==> config.mk <==
export PLATFORM = sky130hd
export DESIGN_NAME = odd_prime_even_perfect_counter
export DESIGN_NICKNAME = d
export VERILOG_FILES = /design/src/rtl/core/opepc_pkg.sv /design/src/rtl/core/opepc_divider.sv /design/src/rtl/core/opepc_back.sv /design/src/rtl/core/opepc_front.sv /design/src/rtl/core/odd_prime_even_perfect_counter.sv
export SDC_FILE = /design/constraint.sdc
export NUM_CORES = 1
export LEC_CHECK = 0
export BUFFER_PORTS_ARGS = -buffer_cell sky130_fd_sc_hd__buf_2
export CAP_MARGIN = 10
export CORE_MARGIN = 2
export CORE_UTILIZATION = 40
export DETAILED_ROUTE_END_ITERATION = 16
export PLACE_DENSITY = 0.55
export RECOVER_POWER = 25
export SYNTH_ARGS = -nofsm -noshare
export SYNTH_HDL_FRONTEND = slang
export SYNTH_SLANG_ARGS = --single-unit
==> constraint.sdc <==
create_clock -name aclk -period 7.5 [get_ports aclk]
set_clock_uncertainty 0.15 [all_clocks]
set_input_delay 1.5 -clock aclk [delete_from_list [all_inputs] [get_ports aclk]]
set_output_delay 1.5 -clock aclk [all_outputs]
set_load 0.02 [all_outputs]
==> src/rtl/core/opepc_pkg.sv <==
// Shared types, constants and helpers for the odd prime / even perfect counter.
package opepc_pkg;

    localparam int VALUE_WIDTH = 16;
    localparam int COUNT_WIDTH = 11;
    localparam int ROOT_WIDTH  = VALUE_WIDTH / 2 + 1;
    localparam int TALLY_WIDTH = ROOT_WIDTH + 1;
    localparam int SUM_WIDTH   = VALUE_WIDTH + 3;
    localparam int STEP_WIDTH  = $clog2(VALUE_WIDTH);
    localparam int QUEUE_DEPTH = 4;
    localparam int QUEUE_AW    = $clog2(QUEUE_DEPTH);

    localparam logic [COUNT_WIDTH-1:0] COUNT_MAX = {COUNT_WIDTH{1'b1}};

    typedef struct packed {
        logic [VALUE_WIDTH-1:0] value;
        logic                   last;
    } in_beat_t;

    typedef struct packed {
        logic                   is_even;
        logic                   is_odd_prime;
        logic                   is_even_perfect;
        logic [COUNT_WIDTH-1:0] even_total;
        logic [COUNT_WIDTH-1:0] odd_total;
        logic [COUNT_WIDTH-1:0] odd_prime_total;
        logic [COUNT_WIDTH-1:0] even_perfect_total;
        logic                   set_done;
    } out_beat_t;

    typedef struct packed {
        logic [VALUE_WIDTH-1:0] value;
        logic                   last;
        logic                   is_even;
        logic                   is_zero;
    } job_t;

    typedef struct packed {
        logic valid;
        job_t job;
    } queue_head_t;

    typedef struct packed {
        logic                   start;
        logic [VALUE_WIDTH-1:0] dividend;
        logic [ROOT_WIDTH-1:0]  divisor;
    } div_req_t;

    typedef struct packed {
        logic                   done;
        logic [VALUE_WIDTH-1:0] quotient;
        logic                   rem_zero;
    } div_rsp_t;

    function automatic logic [COUNT_WIDTH-1:0] sat_inc(input logic [COUNT_WIDTH-1:0] c);
        return (c == COUNT_MAX) ? c : c + COUNT_WIDTH'(1);
    endfunction

endpackage

==> src/rtl/core/opepc_divider.sv <==
// Restoring divider that produces one quotient bit per cycle.
module opepc_divider
    import opepc_pkg::*;
(
    input  logic     aclk,
    input  logic     aresetn,
    input  div_req_t req,
    output div_rsp_t rsp
);

    logic                   busy_reg, busy_next;
    logic                   done_reg, done_next;
    logic [STEP_WIDTH-1:0]  step_reg, step_next;
    logic [ROOT_WIDTH-1:0]  rem_reg, rem_next;
    logic [VALUE_WIDTH-1:0] quo_reg, quo_next;
    logic [ROOT_WIDTH-1:0]  divisor_reg, divisor_next;
    logic [ROOT_WIDTH:0]    partial;
    logic [ROOT_WIDTH:0]    diff;
    logic                   fits;

    always_comb begin
        partial      = {rem_reg, quo_reg[VALUE_WIDTH-1]};
        diff         = partial - {1'b0, divisor_reg};
        fits         = partial >= {1'b0, divisor_reg};
        busy_next    = busy_reg;
        done_next    = 1'b0;
        step_next    = step_reg;
        rem_next     = rem_reg;
        quo_next     = quo_reg;
        divisor_next = divisor_reg;
        if (req.start) begin
            busy_next    = 1'b1;
            step_next    = '0;
            rem_next     = '0;
            quo_next     = req.dividend;
            divisor_next = req.divisor;
        end else if (busy_reg) begin
            rem_next  = fits ? diff[ROOT_WIDTH-1:0] : partial[ROOT_WIDTH-1:0];
            quo_next  = {quo_reg[VALUE_WIDTH-2:0], fits};
            step_next = step_reg + STEP_WIDTH'(1);
            if (step_reg == STEP_WIDTH'(VALUE_WIDTH - 1)) begin
                busy_next = 1'b0;
                done_next = 1'b1;
            end
        end
    end

    always_ff @(posedge aclk) begin
        if (!aresetn) begin
            busy_reg <= 1'b0;
            done_reg <= 1'b0;
        end else begin
            busy_reg <= busy_next;
            done_reg <= done_next;
        end
        step_reg    <= step_next;
        rem_reg     <= rem_next;
        quo_reg     <= quo_next;
        divisor_reg <= divisor_next;
    end

    assign rsp.done     = done_reg;
    assign rsp.quotient = quo_reg;
    assign rsp.rem_zero = (rem_reg == '0);

endmodule

==> src/rtl/core/opepc_back.sv <==
// Back end: divisor scan, flag decision, set totals and output register.
module opepc_back
    import opepc_pkg::*;
(
    input  logic        aclk,
    input  logic        aresetn,
    input  queue_head_t head,
    output logic        job_ready,
    output logic        m_valid,
    input  logic        m_ready,
    output out_beat_t   m_beat
);

    localparam logic [1:0] ST_IDLE   = 2'd0;
    localparam logic [1:0] ST_CHECK  = 2'd1;
    localparam logic [1:0] ST_WAIT   = 2'd2;
    localparam logic [1:0] ST_FINISH = 2'd3;

    logic [1:0]             state_reg, state_next;
    job_t                   job_reg, job_next;
    logic [ROOT_WIDTH-1:0]  d_reg, d_next;
    logic [VALUE_WIDTH:0]   sq_reg, sq_next;
    logic [TALLY_WIDTH-1:0] tally_reg, tally_next;
    logic [SUM_WIDTH-1:0]   sum_reg, sum_next;
    logic [COUNT_WIDTH-1:0] even_cnt_reg, even_cnt_next;
    logic [COUNT_WIDTH-1:0] odd_cnt_reg, odd_cnt_next;
    logic [COUNT_WIDTH-1:0] prime_cnt_reg, prime_cnt_next;
    logic [COUNT_WIDTH-1:0] perf_cnt_reg, perf_cnt_next;
    logic                   out_valid_reg, out_valid_next;
    out_beat_t              out_beat_reg, out_beat_next;
    div_req_t               div_req;
    div_rsp_t               div_rsp;
    logic                   prime;
    logic                   perfect;
    logic [COUNT_WIDTH-1:0] even_new, odd_new, prime_new, perf_new;

    opepc_divider u_divider (
        .aclk    (aclk),
        .aresetn (aresetn),
        .req     (div_req),
        .rsp     (div_rsp)
    );

    always_comb begin
        prime    = !job_reg.is_even && (tally_reg == TALLY_WIDTH'(2));
        perfect  = job_reg.is_even && !job_reg.is_zero
                   && (sum_reg == SUM_WIDTH'({job_reg.value, 1'b0}));
        even_new  = job_reg.is_even ? sat_inc(even_cnt_reg) : even_cnt_reg;
        odd_new   = job_reg.is_even ? odd_cnt_reg : sat_inc(odd_cnt_reg);
        prime_new = prime ? sat_inc(prime_cnt_reg) : prime_cnt_reg;
        perf_new  = perfect ? sat_inc(perf_cnt_reg) : perf_cnt_reg;

        state_next     = state_reg;
        job_next       = job_reg;
        d_next         = d_reg;
        sq_next        = sq_reg;
        tally_next     = tally_reg;
        sum_next       = sum_reg;
        even_cnt_next  = even_cnt_reg;
        odd_cnt_next   = odd_cnt_reg;
        prime_cnt_next = prime_cnt_reg;
        perf_cnt_next  = perf_cnt_reg;
        out_valid_next = out_valid_reg && !m_ready;
        out_beat_next  = out_beat_reg;
        job_ready      = 1'b0;
        div_req.start    = 1'b0;
        div_req.dividend = job_reg.value;
        div_req.divisor  = d_reg;

        unique case (state_reg)
            ST_IDLE: begin
                job_ready = 1'b1;
                if (head.valid) begin
                    job_next   = head.job;
                    d_next     = ROOT_WIDTH'(1);
                    sq_next    = (VALUE_WIDTH + 1)'(1);
                    tally_next = '0;
                    sum_next   = '0;
                    state_next = ST_CHECK;
                end
            end
            ST_CHECK: begin
                if (sq_reg <= {1'b0, job_reg.value}) begin
                    div_req.start = 1'b1;
                    state_next    = ST_WAIT;
                end else begin
                    state_next = ST_FINISH;
                end
            end
            ST_WAIT: begin
                if (div_rsp.done) begin
                    if (div_rsp.rem_zero) begin
                        if (div_rsp.quotient != VALUE_WIDTH'(d_reg)) begin
                            tally_next = tally_reg + TALLY_WIDTH'(2);
                            sum_next   = sum_reg + SUM_WIDTH'(d_reg)
                                         + SUM_WIDTH'(div_rsp.quotient);
                        end else begin
                            tally_next = tally_reg + TALLY_WIDTH'(1);
                            sum_next   = sum_reg + SUM_WIDTH'(d_reg);
                        end
                    end
                    d_next     = d_reg + ROOT_WIDTH'(1);
                    sq_next    = sq_reg + (VALUE_WIDTH + 1)'({d_reg, 1'b1});
                    state_next = ST_CHECK;
                end
            end
            ST_FINISH: begin
                if (!out_valid_reg || m_ready) begin
                    out_valid_next = 1'b1;
                    out_beat_next.is_even            = job_reg.is_even;
                    out_beat_next.is_odd_prime       = prime;
                    out_beat_next.is_even_perfect    = perfect;
                    out_beat_next.even_total         = even_new;
                    out_beat_next.odd_total          = odd_new;
                    out_beat_next.odd_prime_total    = prime_new;
                    out_beat_next.even_perfect_total = perf_new;
                    out_beat_next.set_done           = job_reg.last;
                    even_cnt_next  = job_reg.last ? '0 : even_new;
                    odd_cnt_next   = job_reg.last ? '0 : odd_new;
                    prime_cnt_next = job_reg.last ? '0 : prime_new;
                    perf_cnt_next  = job_reg.last ? '0 : perf_new;
                    state_next     = ST_IDLE;
                end
            end
            default: begin
                state_next = ST_IDLE;
            end
        endcase
    end

    always_ff @(posedge aclk) begin
        if (!aresetn) begin
            state_reg     <= ST_IDLE;
            even_cnt_reg  <= '0;
            odd_cnt_reg   <= '0;
            prime_cnt_reg <= '0;
            perf_cnt_reg  <= '0;
            out_valid_reg <= 1'b0;
        end else begin
            state_reg     <= state_next;
            even_cnt_reg  <= even_cnt_next;
            odd_cnt_reg   <= odd_cnt_next;
            prime_cnt_reg <= prime_cnt_next;
            perf_cnt_reg  <= perf_cnt_next;
            out_valid_reg <= out_valid_next;
        end
        job_reg      <= job_next;
        d_reg        <= d_next;
        sq_reg       <= sq_next;
        tally_reg    <= tally_next;
        sum_reg      <= sum_next;
        out_beat_reg <= out_beat_next;
    end

    assign m_valid = out_valid_reg;
    assign m_beat  = out_beat_reg;

    a_start_waits: assert property (@(posedge aclk) disable iff (!aresetn)
        div_req.start |=> (state_reg == ST_WAIT))
        else $error("Divider started without the scan waiting for it.");

    a_done_rechecks: assert property (@(posedge aclk) disable iff (!aresetn)
        (state_reg == ST_WAIT && div_rsp.done) |=> (state_reg == ST_CHECK))
        else $error("Scan did not return to the bound check after a division.");

    a_write_lands: assert property (@(posedge aclk) disable iff (!aresetn)
        (state_reg == ST_FINISH && (!out_valid_reg || m_ready))
        |=> (out_valid_reg && state_reg == ST_IDLE))
        else $error("Finished item was not placed in the output register.");

    a_flags_parity: assert property (@(posedge aclk) disable iff (!aresetn)
        out_valid_reg |-> !(out_beat_reg.is_odd_prime && out_beat_reg.is_even)
                          && !(out_beat_reg.is_even_perfect && !out_beat_reg.is_even))
        else $error("Result flags disagree with the parity of the value.");

endmodule

==> src/rtl/core/opepc_front.sv <==
// Front end: accepts input beats, classifies parity and queues jobs.
module opepc_front
    import opepc_pkg::*;
(
    input  logic        aclk,
    input  logic        aresetn,
    input  logic        s_valid,
    output logic        s_ready,
    input  in_beat_t    s_beat,
    output queue_head_t head,
    input  logic        job_ready
);

    job_t                  queue_mem [QUEUE_DEPTH];
    logic [QUEUE_AW-1:0]   wr_ptr_reg, wr_ptr_next;
    logic [QUEUE_AW-1:0]   rd_ptr_reg, rd_ptr_next;
    logic [QUEUE_AW:0]     count_reg, count_next;
    logic                  push;
    logic                  pop;
    job_t                  job_in;

    always_comb begin
        job_in.value   = s_beat.value;
        job_in.last    = s_beat.last;
        job_in.is_even = !s_beat.value[0];
        job_in.is_zero = (s_beat.value == '0);
        s_ready        = (count_reg != (QUEUE_AW + 1)'(QUEUE_DEPTH));
        push           = s_valid && s_ready;
        head.valid     = (count_reg != '0);
        head.job       = queue_mem[rd_ptr_reg];
        pop            = head.valid && job_ready;
        wr_ptr_next    = push ? wr_ptr_reg + QUEUE_AW'(1) : wr_ptr_reg;
        rd_ptr_next    = pop ? rd_ptr_reg + QUEUE_AW'(1) : rd_ptr_reg;
        count_next     = count_reg + (QUEUE_AW + 1)'(push) - (QUEUE_AW + 1)'(pop);
    end

    always_ff @(posedge aclk) begin
        if (!aresetn) begin
            wr_ptr_reg <= '0;
            rd_ptr_reg <= '0;
            count_reg  <= '0;
        end else begin
            wr_ptr_reg <= wr_ptr_next;
            rd_ptr_reg <= rd_ptr_next;
            count_reg  <= count_next;
        end
        if (push) begin
            queue_mem[wr_ptr_reg] <= job_in;
        end
    end

endmodule

==> src/rtl/core/odd_prime_even_perfect_counter.sv <==
// Top level of the odd prime / even perfect counter.
//
//   Channel | Ports                        | Beat
//   input   | s_valid, s_ready, s_beat     | value to classify, last of set
//   result  | m_valid, m_ready, m_beat     | flags and running set totals
//
// The back end takes one item at a time and tries each divisor up to floor(sqrt(value)) with its
// one-bit-per-cycle divider.
// The front end keeps accepting beats into a four-entry queue while the back end works, until the queue is full.
// A finished result waits in the output register while the next item is scanned.
// Reset is synchronous and active low; it empties the queue and clears the set totals.
module odd_prime_even_perfect_counter
    import opepc_pkg::*;
(
    input  logic      aclk,
    input  logic      aresetn,
    input  logic      s_valid,
    output logic      s_ready,
    input  in_beat_t  s_beat,
    output logic      m_valid,
    input  logic      m_ready,
    output out_beat_t m_beat
);

    queue_head_t head;
    logic        job_ready;

    opepc_front u_front (
        .aclk      (aclk),
        .aresetn   (aresetn),
        .s_valid   (s_valid),
        .s_ready   (s_ready),
        .s_beat    (s_beat),
        .head      (head),
        .job_ready (job_ready)
    );

    opepc_back u_back (
        .aclk      (aclk),
        .aresetn   (aresetn),
        .head      (head),
        .job_ready (job_ready),
        .m_valid   (m_valid),
        .m_ready   (m_ready),
        .m_beat    (m_beat)
    );

endmodule
==> metrics.txt <==
# TYPE chip_impl_metric gauge
chip_impl_info{name="status",value="finished with violations"} 1
chip_impl_info{name="failing_checks",value="max-capacitance violations, max-slew violations"} 1
chip_impl_metric{name="die_width",unit="um"} 198
chip_impl_info{name="synthFlopType",value="sky130_fd_sc_hd__edfxtp_1"} 1
chip_impl_metric{name="final_critical_path_setup_slack",unit="ps"} 2850
chip_impl_metric{name="post-route-drc-count",unit=""} 0
chip_impl_metric{name="setup_tns_final",unit="ps"} 0
chip_impl_metric{name="htreeDepth",unit=""} 2
chip_impl_metric{name="area.sequential",unit="um2"} 8080
chip_impl_metric{name="area_share_of_the_largest_cell_type_after_synthesis",unit="%"} 44.5
chip_impl_metric{name="vias",unit=""} 10200
chip_impl_metric{name="cts_setup_buffers",unit=""} 0
chip_impl_metric{name="seq_power_share",unit="%"} 35.0
chip_impl_metric{name="peakVddDrop",unit="mV"} 0.248
chip_impl_metric{name="synth-edff-count",unit=""} 223
chip_impl_metric{name="r2r_slack",unit="ps"} 2850
chip_impl_metric{name="static-leakage-power",unit="nW"} 6.22
chip_impl_metric{name="place_hpwl",unit="um"} 23100
chip_impl_info{name="class_of_the_most_critical_setup_path",value="reg2reg"} 1
chip_impl_metric{name="finalHoldViolCount",unit=""} 0
chip_impl_metric{name="part_of_the_yosys_area_used_for_sequential_elements",unit="%"} 53.7
chip_impl_metric{name="drv_cap",unit=""} 2
chip_impl_metric{name="relSlewSlack",unit="%"} -72.8
chip_impl_metric{name="comb_power_share",unit="%"} 44.1
chip_impl_metric{name="rows",unit=""} 71
chip_impl_metric{name="vias_per_cell",unit=""} 5.44
chip_impl_metric{name="largest_net_degree_at_the_start_of_global_routing",unit=""} 59
chip_impl_metric{name="numPortBuffers",unit=""} 70
chip_impl_metric{name="timing_worst_slew_pin_value",unit="ps"} 2590
chip_impl_info{name="timing.hold.worst_endpoint",value="u_back.prime_cnt_reg[10]"} 1
chip_impl_info{name="end_kind",value="register"} 1
chip_impl_metric{name="yosysWarningCount",unit=""} 0
chip_impl_metric{name="arrival",unit="ps"} 4670
chip_impl_metric{name="floorplan.initialDensity",unit="%"} 40.3
chip_impl_metric{name="design_power_total",unit="W"} 0.00806
chip_impl_metric{name="grt_pass1_vias",unit=""} 9687
chip_impl_metric{name="floorplan.core_area",unit="um2"} 37300
chip_impl_metric{name="post_cts_hold_buffer_count",unit=""} 0
chip_impl_metric{name="netlist_area",unit="um2"} 15000
chip_impl_info{name="cts_tree",value="done"} 1
chip_impl_metric{name="fin_crit",unit="ps"} 4650
chip_impl_info{name="min-delay-start",value="u_back.prime_cnt_reg[10]"} 1
chip_impl_metric{name="postSynthAreaPerCell",unit="um2"} 11.5
chip_impl_metric{name="maxSlewViolCount",unit=""} 81
chip_impl_metric{name="dieHeight",unit="um"} 198
chip_impl_info{name="critPathLaunchType",value="register"} 1
chip_impl_info{name="timing.hold.worst.class",value="reg2reg"} 1
chip_impl_metric{name="p_int",unit="W"} 0.00486
chip_impl_metric{name="clkSlewWorstSetupHoldPaths",unit="ps"} 60
chip_impl_metric{name="worst_skew_pair.late_latency",unit="ps"} 520
chip_impl_info{name="slowest_stage",value="sky130_fd_sc_hd__edfxtp_1"} 1
chip_impl_metric{name="net-switching-power",unit="W"} 0.00320
chip_impl_metric{name="number_of_placed_cells_counting_well_taps",unit=""} 1808
chip_impl_info{name="critical_path.startpoint",value="u_back.d_reg[0]"} 1
chip_impl_metric{name="worst-path-max-fanout",unit=""} 8
chip_impl_metric{name="place_worst_setup_slack",unit="ps"} 2920
chip_impl_metric{name="syn_inst",unit=""} 1302
chip_impl_metric{name="grt_use_total",unit="%"} 17.3
chip_impl_metric{name="nNetsFinal",unit=""} 1472
chip_impl_info{name="layout.cells.most_common_list",value="sky130_fd_sc_hd__edfxtp_1, sky130_fd_sc_hd__nor2_1, sky130_fd_sc_hd__nand2_1"} 1
chip_impl_metric{name="critPathMaxStageDelay",unit="ps"} 510
chip_impl_info{name="post-synth-top-area-cell",value="sky130_fd_sc_hd__edfxtp_1"} 1
chip_impl_info{name="synth_area_leaders",value="sky130_fd_sc_hd__edfxtp_1, sky130_fd_sc_hd__dfxtp_1, sky130_fd_sc_hd__ha_1, sky130_fd_sc_hd__xnor2_1, sky130_fd_sc_hd__mux4_2"} 1
chip_impl_metric{name="ant_nets",unit=""} 0
chip_impl_metric{name="antenna_cells",unit=""} 0
chip_impl_metric{name="grt_antenna_before_repair",unit=""} 0
chip_impl_metric{name="synth.ff_latch_count",unit=""} 292
chip_impl_metric{name="cts_repair_resize_count",unit=""} 0
chip_impl_metric{name="largest_register_ff_count",unit=""} 76
chip_impl_info{name="cells_traversed_along_the_worst_timing_path",value="ha_1, inv_1, fa_1, nor2b_1, o31a_1, o32ai_1, o21ai_0, xor2_1, ha_1, and3_1, nand2_1, o311ai_0, a21oi_1, nor3_1, xnor2_1, nor2_1"} 1
chip_impl_metric{name="design.portCount",unit=""} 71
chip_impl_metric{name="finish.cell_count_without_fillers",unit=""} 1872
chip_impl_metric{name="synth_cell_type_count",unit=""} 65
chip_impl_metric{name="globalRoute.totalOverflow",unit=""} 0
chip_impl_metric{name="worstRegToRegCells",unit=""} 16
chip_impl_metric{name="design.die.area",unit="um2"} 39200
chip_impl_metric{name="power_switching_share",unit="%"} 39.7
chip_impl_info{name="clockRootBuffer",value="sky130_fd_sc_hd__clkbuf_16"} 1
chip_impl_metric{name="synth.net_count",unit=""} 1403
chip_impl_info{name="timing.rr.start",value="u_back.d_reg[0]"} 1
chip_impl_metric{name="detail_route.wirelength",unit="um"} 33700
chip_impl_metric{name="drt_iter0_markers",unit=""} 705
chip_impl_metric{name="fillCellCount",unit=""} 3460
chip_impl_metric{name="period_utilization_post_route",unit="%"} 62.0
chip_impl_metric{name="powerDensity",unit="nW/um2"} 475
chip_impl_metric{name="multi_input_area",unit="um2"} 6550
chip_impl_metric{name="detail_route.first_pass.iterations",unit=""} 5
chip_impl_metric{name="critPathRequiredTime",unit="ps"} 7530
chip_impl_metric{name="post_drt_wl_per_cell",unit="um"} 18.0
chip_impl_metric{name="place_congestion",unit=""} 0.870
chip_impl_metric{name="setup_viol",unit=""} 0
chip_impl_metric{name="fmax",unit="MHz"} 215
chip_impl_metric{name="grt_first_pass_wirelength",unit="um"} 53400
chip_impl_metric{name="clock_sink_count",unit=""} 292
chip_impl_metric{name="clock_tree.buffer_depth",unit=""} 3
chip_impl_info{name="layout_commonest_cell",value="sky130_fd_sc_hd__edfxtp_1"} 1
chip_impl_metric{name="pwr-share-clk",unit="%"} 21.0
chip_impl_info{name="rsz0062_at_grt",value="no"} 1
chip_impl_info{name="most_numerous_cell_on_the_critical_path",value="sky130_fd_sc_hd__ha_1"} 1
chip_impl_metric{name="cts_inserted_buffers",unit=""} 35
chip_impl_metric{name="async_reset_ff_share",unit="%"} 0
chip_impl_metric{name="drive_gt1_share",unit="%"} 12.3
chip_impl_metric{name="areaGrowthSynthToFinish",unit="%"} 12.9
chip_impl_metric{name="timing.hold.worst_path_depth",unit=""} 2
chip_impl_info{name="rr_endpoint",value="u_back.sum_reg[18]"} 1
## cells in the mapped netlist (5+ instances only)
library cell	n
sky130_fd_sc_hd__or3_1	13
sky130_fd_sc_hd__mux2i_1	10
sky130_fd_sc_hd__nand4_1	25
sky130_fd_sc_hd__o21ai_0	42
sky130_fd_sc_hd__nand2b_1	9
sky130_fd_sc_hd__dfxtp_1	69
sky130_fd_sc_hd__xnor2_1	69
sky130_fd_sc_hd__a211oi_1	11
sky130_fd_sc_hd__xor2_1	39
sky130_fd_sc_hd__mux2_2	23
sky130_fd_sc_hd__nand2_1	81
sky130_fd_sc_hd__ha_1	75
sky130_fd_sc_hd__buf_1	6
sky130_fd_sc_hd__a21o_1	21
sky130_fd_sc_hd__and3_1	18
sky130_fd_sc_hd__a21oi_1	75
sky130_fd_sc_hd__clkbuf_1	38
sky130_fd_sc_hd__o21a_1	16
sky130_fd_sc_hd__fa_1	5
sky130_fd_sc_hd__a22oi_1	25
sky130_fd_sc_hd__mux4_2	19
sky130_fd_sc_hd__inv_1	53
sky130_fd_sc_hd__nor3_1	27
sky130_fd_sc_hd__and2_1	13
sky130_fd_sc_hd__nor2_1	100
sky130_fd_sc_hd__nor4_1	19
sky130_fd_sc_hd__nor2b_1	42
sky130_fd_sc_hd__a31oi_1	12
sky130_fd_sc_hd__o31ai_1	5
sky130_fd_sc_hd__nand3_1	42
sky130_fd_sc_hd__a21boi_0	12
sky130_fd_sc_hd__edfxtp_1	223
## worst max path at each step
stage	endpoint
floorplan	u_back.sum_reg[0]
global placement	u_back.sum_reg[18]
detailed placement	u_back.sum_reg[18]
CTS	u_back.sum_reg[18]
global route	u_back.sum_reg[18]
finish	u_back.sum_reg[18]
## worst max-delay path, delay by kind of cell (launching register included)
| kind | cells | cell delay [ps] |
|---|---|---|
| and+or+nand+nor | 5 | 750 |
| xor gates and xnor gates | 2 | 310 |
| DFF | 1 | 510 |
| AOI/OAI and AO/OA | 5 | 1470 |
| buffers and inverters | 1 | 60 |
| adders and majority gates | 3 | 1060 |
## power by group through the flow
stage               registers [W]  logic [W]  clock network [W]
finish                    0.00282    0.00355            0.00169
global route              0.00287    0.00397            0.00180
CTS                       0.00281    0.00357            0.00174
detailed placement        0.00284    0.00353                  0
global placement          0.00284    0.00353                  0
floorplan                 0.00262    0.00284                  0
## kinds of logic after synthesis
logic type / after synthesis / share of synthesized area, %
adder cells (fa/ha/maj): 80 / 6.91
flip-flops: 292 / 53.7
XOR/XNOR: 109 / 6.40
multiplexers: 52 / 5.23
buffers and inverters: 104 / 2.93
AO/OA/AOI/OAI: 251 / 10.7
AND/OR/NAND/NOR: 414 / 14.1
## area by class of cell
class / count / area share, %
flip-flops and latches: 292 / 47.6
multi-input cells: 906 / 38.6
clock buffers: 50 / 5.80
well taps: 474 / 3.50
repair buffers: 82 / 2.38
inverters: 54 / 1.19
clock inverters: 14 / 0.944
## metal layers
layer  track usage, %  share of wire, %  vias to the layer above
li1                 -                 -                     4987
met1             24.4                48                     4954
met2             27.9                46                      187
met3             2.40               3.7                       52
met4             4.62               2.0                        0
met5                0                 0                        -
## through the flow
step / area, um2 / util, % / hold WS [ps]
6_report: 17000 / 45.5 / 352
5_1_grt: 17000 / 45.5 / 376
4_1_cts: 17000 / 45.6 / 352
3_5_place_dp: 15900 / 42.5 / 338
3_3_place_gp: 15900 / 42.5 / 335
2_1_floorplan: 15000 / - / 274
Note: power is estimated with default switching activity, not from simulation.
